$ cat config.mk
export PLATFORM = sky130hd
export DESIGN_NAME = tile_palette_selector_core
export DESIGN_NICKNAME = d
export VERILOG_FILES = /design/src/rtl/core/tps_pkg.sv /design/src/rtl/core/tps_match.sv /design/src/rtl/core/tps_resolve.sv /design/src/rtl/core/tile_palette_selector_core.sv
export SDC_FILE = /design/constraint.sdc
export NUM_CORES = 1
export LEC_CHECK = 0
export BUFFER_PORTS_ARGS = -buffer_cell sky130_fd_sc_hd__buf_2
export CORE_ASPECT_RATIO = 2
export CORE_MARGIN = 2
export CORE_UTILIZATION = 25
export DETAILED_ROUTE_END_ITERATION = 8
export SLEW_MARGIN = 20
export SYNTH_ARGS = -nofsm -noshare
export SYNTH_HDL_FRONTEND = slang
export SYNTH_SLANG_ARGS = --single-unit
export TNS_END_PERCENT = 100
$ cat constraint.sdc
create_clock -name clk -period 5.6 [get_ports clk]
set_input_delay 1.12 -clock clk [delete_from_list [all_inputs] [get_ports clk]]
set_output_delay 1.12 -clock clk [all_outputs]
set_load 0.03 [all_outputs]
$ cat src/rtl/core/tps_pkg.sv
// Shared types and constants of the tile palette selector.
package tps_pkg;

	localparam int COLOR_W             = 32;
	localparam int CFG_DATA_W          = 64;
	localparam int EXPL_W              = 3;
	localparam int GROUP_IDX_W         = 2;
	localparam int NUM_GROUPS_DEF      = 4;
	localparam int COLORS_PER_GROUP_DEF = 4;

	localparam logic signed [EXPL_W-1:0] EXPLICIT_AUTO = -3'sd1;

	typedef enum logic [1:0] {
		ST_OK      = 2'd0,
		ST_MISSING = 2'd1,
		ST_NONE    = 2'd2,
		ST_AMBIG   = 2'd3
	} status_t;

	typedef struct packed {
		logic [GROUP_IDX_W-1:0] group_index;
		status_t                status;
	} tps_result_t;

endpackage

$ cat src/rtl/core/tps_match.sv
// Per-pixel palette match: cover bits and pair conflicts of one colour.
module tps_match #(
	parameter int NUM_GROUPS       = tps_pkg::NUM_GROUPS_DEF,
	parameter int COLORS_PER_GROUP = tps_pkg::COLORS_PER_GROUP_DEF
) (
	input  logic [NUM_GROUPS-1:0][COLORS_PER_GROUP-1:0][tps_pkg::COLOR_W-1:0] palette,
	input  logic [tps_pkg::COLOR_W-1:0]                                       color,
	output logic [NUM_GROUPS-1:0]                                             covers,
	output logic [NUM_GROUPS*NUM_GROUPS-1:0]                                  conflict
);
	import tps_pkg::*;

	logic [NUM_GROUPS-1:0][COLORS_PER_GROUP-1:0] eq;
	logic [NUM_GROUPS-1:0][COLORS_PER_GROUP-1:0] first;

	always_comb begin
		for (int g = 0; g < NUM_GROUPS; g++) begin
			for (int s = 0; s < COLORS_PER_GROUP; s++) begin
				eq[g][s] = (palette[g][s] == color);
			end
		end
	end

	// keep only the lowest matching slot of each group
	always_comb begin
		logic seen;
		for (int g = 0; g < NUM_GROUPS; g++) begin
			seen = 1'b0;
			for (int s = 0; s < COLORS_PER_GROUP; s++) begin
				first[g][s] = eq[g][s] && !seen;
				seen = seen | eq[g][s];
			end
			covers[g] = seen;
		end
	end

	always_comb begin
		logic hit;
		for (int a = 0; a < NUM_GROUPS; a++) begin
			for (int b = 0; b < NUM_GROUPS; b++) begin
				hit = 1'b0;
				for (int s = 0; s < COLORS_PER_GROUP; s++) begin
					hit = hit | (first[a][s] && !eq[b][s]);
				end
				conflict[a*NUM_GROUPS+b] = hit;
			end
		end
	end

endmodule

$ cat src/rtl/core/tps_resolve.sv
// End-of-tile group choice from the cover and conflict flags.
module tps_resolve #(
	parameter int NUM_GROUPS = tps_pkg::NUM_GROUPS_DEF
) (
	input  logic [NUM_GROUPS-1:0]              covers,
	input  logic [NUM_GROUPS*NUM_GROUPS-1:0]   conflict,
	input  logic signed [tps_pkg::EXPL_W-1:0]  explicit_index,
	output tps_pkg::tps_result_t               result
);
	import tps_pkg::*;

	logic [NUM_GROUPS-1:0]  first_oh;
	logic                   any_cover;
	logic                   ambig;
	logic [GROUP_IDX_W-1:0] first_idx;
	logic                   expl_cover;
	logic                   expl_bad;

	always_comb begin
		logic seen;
		seen = 1'b0;
		first_idx = '0;
		for (int g = 0; g < NUM_GROUPS; g++) begin
			first_oh[g] = covers[g] && !seen;
			if (first_oh[g]) begin
				first_idx = GROUP_IDX_W'(g);
			end
			seen = seen | covers[g];
		end
		any_cover = seen;
	end

	// a later covering group that conflicts with the first one
	always_comb begin
		ambig = 1'b0;
		for (int a = 0; a < NUM_GROUPS; a++) begin
			for (int g = a + 1; g < NUM_GROUPS; g++) begin
				ambig = ambig | (first_oh[a] && covers[g] && conflict[a*NUM_GROUPS+g]);
			end
		end
	end

	always_comb begin
		expl_cover = 1'b0;
		for (int g = 0; g < NUM_GROUPS; g++) begin
			if (int'(explicit_index[GROUP_IDX_W-1:0]) == g) begin
				expl_cover = covers[g];
			end
		end
		expl_bad = explicit_index[EXPL_W-1]
			|| (int'(explicit_index[GROUP_IDX_W-1:0]) >= NUM_GROUPS);
	end

	always_comb begin
		if (explicit_index == EXPLICIT_AUTO) begin
			if (!any_cover) begin
				result.group_index = '0;
				result.status      = ST_NONE;
			end else begin
				result.group_index = first_idx;
				result.status      = ambig ? ST_AMBIG : ST_OK;
			end
		end else if (expl_bad) begin
			result.group_index = '0;
			result.status      = ST_MISSING;
		end else begin
			result.group_index = explicit_index[GROUP_IDX_W-1:0];
			result.status      = expl_cover ? ST_OK : ST_MISSING;
		end
	end

endmodule

$ cat src/rtl/core/tile_palette_selector_core.sv
// Top level of the tile palette selector: palette registers, tile state, handshake.
//
// One pixel item is taken per clock unless the input stalls. Each item is held in
// an input register, matched against all palette slots in parallel, and folded into
// the tile's cover and conflict flags; the item marked last produces one result,
// registered into the output register, and the flags return to their start values
// for the next tile. A result waiting on a stalled output holds back only the next
// last item; ordinary pixels keep flowing. The user must write palette registers
// only while the block is idle, via the configuration port; the block does not check.
module tile_palette_selector_core #(
	parameter  int NUM_GROUPS       = tps_pkg::NUM_GROUPS_DEF,
	parameter  int COLORS_PER_GROUP = tps_pkg::COLORS_PER_GROUP_DEF,
	localparam int REGS_PER_GROUP   = (COLORS_PER_GROUP + 1) / 2,
	localparam int NUM_REGS         = NUM_GROUPS * REGS_PER_GROUP,
	localparam int CFG_INDEX_W      = $clog2(NUM_REGS)
) (
	input  logic                              clk,
	input  logic                              arst_n,
	input  logic                              cfg_write,
	input  logic [CFG_INDEX_W-1:0]            cfg_index,
	input  logic [tps_pkg::CFG_DATA_W-1:0]    cfg_data,
	input  logic                              pixel_valid,
	output logic                              pixel_stall,
	input  logic [tps_pkg::COLOR_W-1:0]       pixel_color,
	input  logic signed [tps_pkg::EXPL_W-1:0] explicit_index,
	input  logic                              last_pixel,
	output logic                              result_valid,
	input  logic                              result_stall,
	output logic [tps_pkg::GROUP_IDX_W-1:0]   group_index,
	output logic [1:0]                        status
);
	import tps_pkg::*;

	logic [NUM_GROUPS-1:0][COLORS_PER_GROUP-1:0][COLOR_W-1:0] palette_q;

	logic                     valid_s1;
	logic [COLOR_W-1:0]       color_s1;
	logic signed [EXPL_W-1:0] expl_s1;
	logic                     last_s1;

	logic [NUM_GROUPS-1:0]            covers_q;
	logic [NUM_GROUPS*NUM_GROUPS-1:0] conflict_q;
	logic [NUM_GROUPS-1:0]            pix_covers;
	logic [NUM_GROUPS*NUM_GROUPS-1:0] pix_conflict;
	logic [NUM_GROUPS-1:0]            covers_next;
	logic [NUM_GROUPS*NUM_GROUPS-1:0] conflict_next;

	tps_result_t res_next;
	tps_result_t res_q;
	logic        res_valid_q;

	logic advance;
	logic s1_fire;
	logic load_s1;
	logic out_fire;

	// palette registers, one per slot
	for (genvar g = 0; g < NUM_GROUPS; g++) begin : g_grp
		for (genvar s = 0; s < COLORS_PER_GROUP; s++) begin : g_slot
			localparam int REG_IDX = g * REGS_PER_GROUP + s / 2;
			localparam int LO      = (s % 2) * COLOR_W;
			always_ff @(posedge clk or negedge arst_n) begin
				if (!arst_n) begin
					palette_q[g][s] <= '0;
				end else if (cfg_write && (cfg_index == CFG_INDEX_W'(REG_IDX))) begin
					palette_q[g][s] <= cfg_data[LO +: COLOR_W];
				end
			end
		end
	end

	assign out_fire    = res_valid_q && !result_stall;
	assign advance     = !last_s1 || !res_valid_q || !result_stall;
	assign s1_fire     = valid_s1 && advance;
	assign pixel_stall = valid_s1 && !advance;
	assign load_s1     = !valid_s1 || advance;

	always_ff @(posedge clk or negedge arst_n) begin
		if (!arst_n) begin
			valid_s1 <= 1'b0;
		end else if (load_s1) begin
			valid_s1 <= pixel_valid;
		end
	end

	always_ff @(posedge clk) begin
		if (load_s1 && pixel_valid) begin
			color_s1 <= pixel_color;
			expl_s1  <= explicit_index;
			last_s1  <= last_pixel;
		end
	end

	tps_match #(
		.NUM_GROUPS      (NUM_GROUPS),
		.COLORS_PER_GROUP(COLORS_PER_GROUP)
	) u_match (
		.palette (palette_q),
		.color   (color_s1),
		.covers  (pix_covers),
		.conflict(pix_conflict)
	);

	assign covers_next   = covers_q & pix_covers;
	assign conflict_next = conflict_q | pix_conflict;

	tps_resolve #(
		.NUM_GROUPS(NUM_GROUPS)
	) u_resolve (
		.covers        (covers_next),
		.conflict      (conflict_next),
		.explicit_index(expl_s1),
		.result        (res_next)
	);

	always_ff @(posedge clk or negedge arst_n) begin
		if (!arst_n) begin
			covers_q   <= '1;
			conflict_q <= '0;
		end else if (s1_fire) begin
			if (last_s1) begin
				covers_q   <= '1;
				conflict_q <= '0;
			end else begin
				covers_q   <= covers_next;
				conflict_q <= conflict_next;
			end
		end
	end

	always_ff @(posedge clk or negedge arst_n) begin
		if (!arst_n) begin
			res_valid_q <= 1'b0;
		end else if (s1_fire && last_s1) begin
			res_valid_q <= 1'b1;
		end else if (out_fire) begin
			res_valid_q <= 1'b0;
		end
	end

	always_ff @(posedge clk) begin
		if (s1_fire && last_s1) begin
			res_q <= res_next;
		end
	end

	assign result_valid = res_valid_q;
	assign group_index  = res_q.group_index;
	assign status       = res_q.status;

	a_last_gives_result: assert property (@(posedge clk) disable iff (!arst_n)
		(s1_fire && last_s1) |=> res_valid_q)
		else $error("last item did not produce a result");

	a_tile_cleared: assert property (@(posedge clk) disable iff (!arst_n)
		(s1_fire && last_s1) |=> (covers_q == '1 && conflict_q == '0))
		else $error("tile state not cleared after last item");

	a_no_extra_result: assert property (@(posedge clk) disable iff (!arst_n)
		(res_valid_q && !result_stall) |=> (!res_valid_q || $past(s1_fire && last_s1)))
		else $error("result repeated after delivery");

	a_stall_cause: assert property (@(posedge clk) disable iff (!arst_n)
		pixel_stall |-> (last_s1 && res_valid_q && result_stall))
		else $error("input stalled without a blocked result");

	a_result_held: assert property (@(posedge clk) disable iff (!arst_n)
		(res_valid_q && result_stall) |=> (res_valid_q && $stable(res_q)))
		else $error("stalled result changed");

endmodule

==> key figures, run 1 <==
Global routing
  • Number of global-route vias before repair: between 15000 and 20000
  • Met1 usage: 0.1764
  • Total track usage: 0.1777
  • Largest net degree at the start of global routing: 121
  • Grt met2 use: 0.3203
  • GR Layer Usage met3: 0.02329
  • First-pass GRT wire length: 140400 um
  • Initial antenna violation count: 17
  • Total gr overflow: 0
  • Grt peak-use layer: met2

Timing
  • Final hold slack: 0.5108 ns
  • RSZ-0062 raised after global routing: false
  • Final Hold Viols: 0
  • Max-slew violations: 0
  • Worst-margin pin slew: 1.153 ns
  • Highest Clock Rate: roughly 230 MHz
  • Setup TNS: 0 ns
  • Relative slew slack: 0.2312
  • Final setup viols: 0
  • Layout Skew: around 0.025 ns
  • Crit path time final: 4.417 ns
  • Tcrit/Tclk final: 0.7888

Clock network
  • # H-tree levels: 2
  • CTS resizes: 0
  • Skew-Pair Late Insertion Delay: 0.63 ns
  • Post-CTS Hold Buffers: 0
  • Clk root buf: clkbuf_16
  • Sink Count: 564
  • Max clock buf depth: 3
  • Setup Buffers After CTS: 0
  • CTS Buf Count: 49
  • Clock transition at the registers of the reported paths: 0.07 ns
  • CTS tree: yes

Logic synthesis
  • Synth Cell Area: 27540 um^2
  • Ys flop type: dfrtp_1
  • Cells after Synth: 1996
  • Post-synth cell types: 51
  • Mapped Avg Cell Area: 13.80 um^2
  • Seq/Total Area, Yosys: 0.5200
  • Synth Register Bits: 564
  • Synthesis warning total: 0
  • EDFF count, synth: 40
  • Async S/R FF share, synth: 0.9291
  • Syn Nets: 2104

Layout
  • Layout area overhead: 13.20%
  • Commonest non-fill, non-tap cell in the layout: dfrtp_1
  • Commonest non-fill, non-tap cells in the layout: 520 x dfrtp_1, 512 x mux2_2, 360 x xor2_1
  • # nets final: 2220
  • Final std cells w/o fill: 3549
  • Layout cells sized above 1: 0.3852

Pwr
  • PD cells: 372.1 nW/um^2
  • Total power: 11.60 mW
  • Leak Pwr: between 10 and 15 nW
  • Maximum VDD drop: 0.0002374 V

Routing
  • Routed WL: 100400 um
  • First drt pass iteration count: 5
  • Routed via count: roughly 17000
  • DRC violations left: 0
  • Vias per std cell: 4.792
  • Routed len/inst: 28.30 um
  • 1st-iter DRT viols: just under 1000
  • Final ANT Viol Nets: 0

Floorplan
  • Row Count: 172
  • Ports: 114
  • Core box area: 109500 um^2
  • Initial core utilization: 0.2514
  • Die Ht: 473.4 um
  • Die area: 113000 um^2
  • Width of the die: 238.7 um

Run
  • Number of max-cap violations: 0

Critical path
  • CP arrival: 4.76 ns
  • Crit. End Element: flip-flop
  • CP Class: reg2reg
  • R2r setup slk: between 1 and 1.5 ns
  • Max FO, Critical Path: 11
  • Startpoint types: flip-flop
  • Worst Path Required: slightly below 6 ns

Placed design
  • GPL Wtd Cong: 0.9082
  • Port bufs: 113
  • Dpl hpwl: 73340 um
  • Post-Place Cells: 3451

Worst hold path
  • HP Class: reg2reg

Status
  • Run status: complete, no violations
final timing paths:
path	start	end	cells past startpoint
worst max-delay path	color_s1[3]$_DFFE_PP_	status[1]$_SDFFCE_PN0P_	10
worst min-delay path	conflict_q[11]$_DFFE_PN0P_	conflict_q[11]$_DFFE_PN0P_	2
worst max register to register	color_s1[3]$_DFFE_PP_	status[1]$_SDFFCE_PN0P_	10
worst min register to register	conflict_q[11]$_DFFE_PN0P_	conflict_q[11]$_DFFE_PN0P_	2
max in group asynchronous	arst_n	palette_q[253]$_DFFE_PN0P_	2
min in group asynchronous	arst_n	palette_q[135]$_DFFE_PN0P_	1
state kept, by name, indices dropped and copies added (netlist names):
signal        cells
color_s1         32
conflict_q        6
covers_q          4
expl_s1           3
group_index       2
last_s1           1
palette_q       512
result_valid      1
status            2
valid_s1          1
final cells by class:
type                            count  area, um^2
Antenna cell                        5       12.51
Clock buffer                       66        1393
Clock inverter                     25       217.7
Fill cell                       11119       78370
Inverter                            7       26.28
Multi-Input combinational cell   1306       12280
Sequential cell                   564       14320
Tap cell                         1392        1742
Timing Repair Buffer              184        1184
cells by family (layout without fill, tap and decap cells):
family | count (synthesis) | after routing | share of synthesized area
flip-flops | 564 | 564 | 0.5200
AO/OA/AOI/OAI | 37 | 37 | 0.01181
buffers and inverters | 126 | 282 | 0.03580
XOR/XNOR | 512 | 512 | 0.1665
multiplexers | 513 | 513 | 0.2102
AND/OR/NAND/NOR | 244 | 244 | 0.05570
other | 0 | 5 | 0
stage by stage:
stage	util	cell area, um^2	worst slack (ns)
floorplan	-	27540	2.791
global placement	0.2690	29470	1.078
detailed placement	0.2694	29510	1.255
CTS	0.2841	31120	1.228
global route	0.2845	31160	1.118
finish	0.2846	31170	1.183
critical path, cell delays in order (launching register included):
cell and delay [ns]:
edfxtp_1 0.75, buf_4 0.38, xor2_1 0.14, nor4_1 0.82, nand4_1 0.46, nor2_4 0.38
nor4_1 0.11, nor4_2 0.58, a211oi_1 0.18, nor3_1 0.22, a21oi_1 0.11
power breakdown:
group	internal, mW	switching, mW
registers	4.96	0.651
logic	1.21	1.24
clock network	1.86	1.68
cells in the mapped netlist (2+ instances only):
library cell	number	share of area
dfstp_2	4	0.0038
mux2_2	512	0.21
buf_8	5	0.0027
nand3_1	2	0.00036
a22oi_1	2	0.00055
nor3b_1	4	0.0011
inv_1	4	0.00055
nor3_1	7	0.0013
edfxtp_1	40	0.044
xnor2_1	140	0.045
nand2_1	22	0.0030
nor4_1	103	0.023
and2_1	4	0.00091
o21ai_0	8	0.0015
nand2b_1	4	0.00091
nor2_4	3	0.0012
buf_6	56	0.023
nor2_2	2	0.00045
xnor2_2	11	0.0065
dfrtp_1	520	0.47
a21oi_1	11	0.0020
nand4_2	3	0.0014
xor2_1	360	0.11
nor4_2	4	0.0018
inv_2	3	0.00041
nand4_1	60	0.014
nand4b_1	3	0.00095
buf_12	2	0.0015
a211oi_1	5	0.0014
o41ai_4	2	0.0020
clkbuf_1	55	0.0075
nor2_1	16	0.0022
routing by layer:
layer / vias to the layer above / routed length [um] / share of wire
li1: 7223 / - / -
met1: 9009 / 34040 / 0.34
met2: 495 / 52190 / 0.52
met3: 267 / 3480 / 0.035
met4: 14 / 10630 / 0.11
met5: - / 82 / 0.00082
(Power assumes the default switching activity.)
==> inputs of run 2 (changes only) <==
--- a/config.mk
+++ b/config.mk
@@ -5,6 +5,7 @@
 export SDC_FILE = /design/constraint.sdc
 export NUM_CORES = 1
 export LEC_CHECK = 0
+export ABC_AREA = 1
 export BUFFER_PORTS_ARGS = -buffer_cell sky130_fd_sc_hd__buf_2
 export CORE_ASPECT_RATIO = 2
 export CORE_MARGIN = 2
==> constraint.sdc (replaced) <==
create_clock -name clk -period 4.3 [get_ports clk]
set_input_delay 0.86 -clock clk [delete_from_list [all_inputs] [get_ports clk]]
set_output_delay 0.86 -clock clk [all_outputs]
set_load 0.03 [all_outputs]
==> key figures, run 2 <==
Logic synthesis
  • Synthesis warning total: 0
  • Ys flop type: dfrtp_1
  • Syn Nets: 3835
  • Count leader, synth: nand2_1
  • Top cell type's share of synthesized area: 0.4413
  • Seq/Total Area, Yosys: 0.4856
  • Synth Register Bits: 564
  • Async S/R FF share, synth: 0.9291
  • Post-synth cell types: 39
  • Post-synth top cells: 1315 x nand2_1, 520 x dfrtp_1, 502 x o21ai_0
  • Mapped Avg Cell Area: 7.912 um^2
  • Cells after Synth: 3727
  • Main area contributors after synthesis: dfrtp_1 44%, nand2_1 17%, o21ai_0 8.5%, xnor2_1 7.9%, inv_1 4.4%
  • Synth area leader: dfrtp_1
  • Synth Cell Area: 29490 um^2
  • EDFF count, synth: 40

Pwr
  • PD cells: about 450 nW/um^2
  • Clock power frac: 0.314
  • Net switching fraction of the power: 0.3278
  • Sequential Power Share: 0.475
  • P_sw: 4.914 mW
  • Maximum VDD drop: between 0.0003 and 0.0004 V
  • Pint: 10.08 mW
  • Leak Pwr: between 15 and 20 nW
  • Comb pwr share: 0.211

Clock network
  • Clk root buf: clkbuf_16
  • Sink Count: 564
  • # H-tree levels: 2
  • Setup Buffers After CTS: 0
  • Skew-Pair Late Insertion Delay: 0.65 ns
  • Post-CTS Hold Buffers: 0
  • Max clock buf depth: 3
  • Clock transition at the registers of the reported paths: about 0.070 ns
  • CTS resizes: 0
  • CTS tree: yes
  • CTS Buf Count: 50

Routing
  • Final ANT Viol Nets: 0
  • Routed via count: 23299
  • Routed WL: 99200 um
  • Vias per std cell: 4.373
  • Routed len/inst: 18.62 um
  • DRC violations left: 0
  • First drt pass iteration count: 5
  • 1st-iter DRT viols: between 1500 and 2000

Timing
  • Relative slew slack: 0.3364
  • Max-slew violations: 0
  • Final setup viols: 0
  • Crit path time final: 3.453 ns
  • Worst setup margin: ~0.85 ns
  • Tcrit/Tclk final: 0.8031
  • Layout Skew: 0.04106 ns
  • Worst-margin pin slew: 0.9917 ns
  • RSZ-0062 raised after global routing: false
  • Setup TNS: 0 ns
  • Highest Clock Rate: between 200 and 300 MHz
  • Final Hold Viols: 0

Layout
  • Multi-input gate area: 12740 um^2
  • Layout cells sized above 1: 0.08037
  • Layout area overhead: 11.95%
  • Register Area: 14320 um^2
  • Number of fill cells: 12633
  • Largest regs: palette_q (512), color_s1 (32), conflict_q (6)
  • Max reg flops: 512
  • Biggest register: palette_q
  • Commonest non-fill, non-tap cells in the layout: 1309 x nand2_1, 520 x dfrtp_1, 502 x o21ai_0
  • Design area: approximately 33000 um^2
  • # nets final: between 3000 and 4000
  • Commonest non-fill, non-tap cell in the layout: nand2_1

Global routing
  • Total gr overflow: 0
  • Number of global-route vias before repair: 22793
  • First-pass GRT wire length: 146600 um
  • Initial antenna violation count: 12
  • Largest net degree at the start of global routing: 129
  • Total track usage: 0.1641

Placed design
  • Port bufs: roughly 110
  • Placed instance area: about 31000 um^2
  • Dpl ws: 0.9115 ns
  • GPL Wtd Cong: 0.9348
  • Dpl hpwl: 73500 um

Floorplan
  • Row Count: roughly 180
  • Width of the die: 246.9 um
  • Die area: 120900 um^2
  • Initial core utilization: 0.2513
  • Die Ht: 489.7 um
  • Core box area: 117400 um^2
  • Ports: 114

Critical path
  • Crit. End Element: flip-flop
  • CP Class: reg2reg
  • Worst Path Required: 4.67 ns
  • CP arrival: 3.82 ns
  • Startpoint types: flip-flop
  • R2r setup slk: roughly 0.85 ns
  • Max FO, Critical Path: 17

Status
  • Run status: complete, no violations

Run
  • Number of max-cap violations: 0

Worst hold path
  • HP Class: in2async
## run 2: changes by cell type after synthesis, sizes merged, moves of 266 or more
cell   previous run  this run
nor2             21       287
o21ai             8       503
nand2            23      1322
xor2            360        82
inv               7       361
mux2            512         0
## run 2: critical path, stage by stage (launching register included)
cell and delay (ns):
edfxtp_1 0.88, xnor2_1 0.19, nand2_1 0.07, nor2_1 0.75, nand2_1 0.22, nor2_1 0.14
nand2_1 0.15, nand2_1 0.10, nand2_1 0.05, nor2_1 0.14, nand3_1 0.12, nand2_1 0.07
nand2_1 0.05, nand2_1 0.08, nand3_1 0.07, nand2_1 0.06, nand2_1 0.04
## run 2: layout make-up
| class | instances | area share |
|---|---|---|
| multi-input cells | 2622 | 0.3858 |
| clock buffers | 73 | 0.04521 |
| diodes | 3 | 0.0002274 |
| clock inverters | 20 | 0.005988 |
| well taps | 1530 | 0.05799 |
| inverters | 362 | 0.04123 |
| flip-flops and latches | 564 | 0.4337 |
| repair buffers | 154 | 0.02979 |
## run 2: metal layers
layer  vias to the layer above  GRT usage  share of wire
met4                        18     0.1300          0.091
met5                         -          0         0.0012
li1                      11539          -              -
met1                     10992     0.1653           0.35
met2                       516     0.3038           0.52
met3                       234    0.01804          0.035
## run 2: cell families after synthesis
kind of cell | Yosys count | synth area share
AOI/OAI and AO/OA | 535 | 0.09122
buffers and inverters | 541 | 0.08545
and+or+nand+nor | 1738 | 0.2336
DFF | 564 | 0.4856
xor gates and xnor gates | 349 | 0.1042
## run 2: worst paths after layout
| check | startpoint | to | depth (start not counted) |
|---|---|---|---|
| worst max-delay path | color_s1[30]$_DFFE_PP_ | status[0]$_DFFE_PP_ | 16 |
| worst min-delay path | arst_n | palette_q[27]$_DFFE_PN0P_ | 1 |
| worst max register to register | color_s1[30]$_DFFE_PP_ | status[0]$_DFFE_PP_ | 16 |
| worst min register to register | palette_q[405]$_DFFE_PN0P_ | palette_q[405]$_DFFE_PN0P_ | 2 |
| max in group asynchronous | arst_n | palette_q[266]$_DFFE_PN0P_ | 2 |
| min in group clk | pixel_color[20] | color_s1[20]$_DFFE_PP_ | 1 |
## run 2: metrics by stage
stage / hold slack [ns] / util / cells / power (mW)
after floorplan: 0.4671 / - / 3727 / 9.233
after global placement: 0.4810 / 0.2668 / 5232 / 10.30
after detailed placement: 0.4918 / 0.2668 / 5232 / 10.38
after CTS: 0.2028 / 0.2812 / 5325 / 15.11
after global routing: 0.2214 / 0.2812 / 5326 / 15.80
final: 0.1738 / 0.2813 / 5328 / 14.99
## run 2: power groups by stage
stage | registers (mW) | logic (mW) | clock network, mW
6_report | 7.11 | 3.17 | 4.71
3_3_place_gp | 7.16 | 3.14 | 0
2_1_floorplan | 6.95 | 2.28 | 0
3_5_place_dp | 7.19 | 3.19 | 0
5_1_grt | 7.24 | 3.58 | 4.99
4_1_cts | 7.10 | 3.20 | 4.81
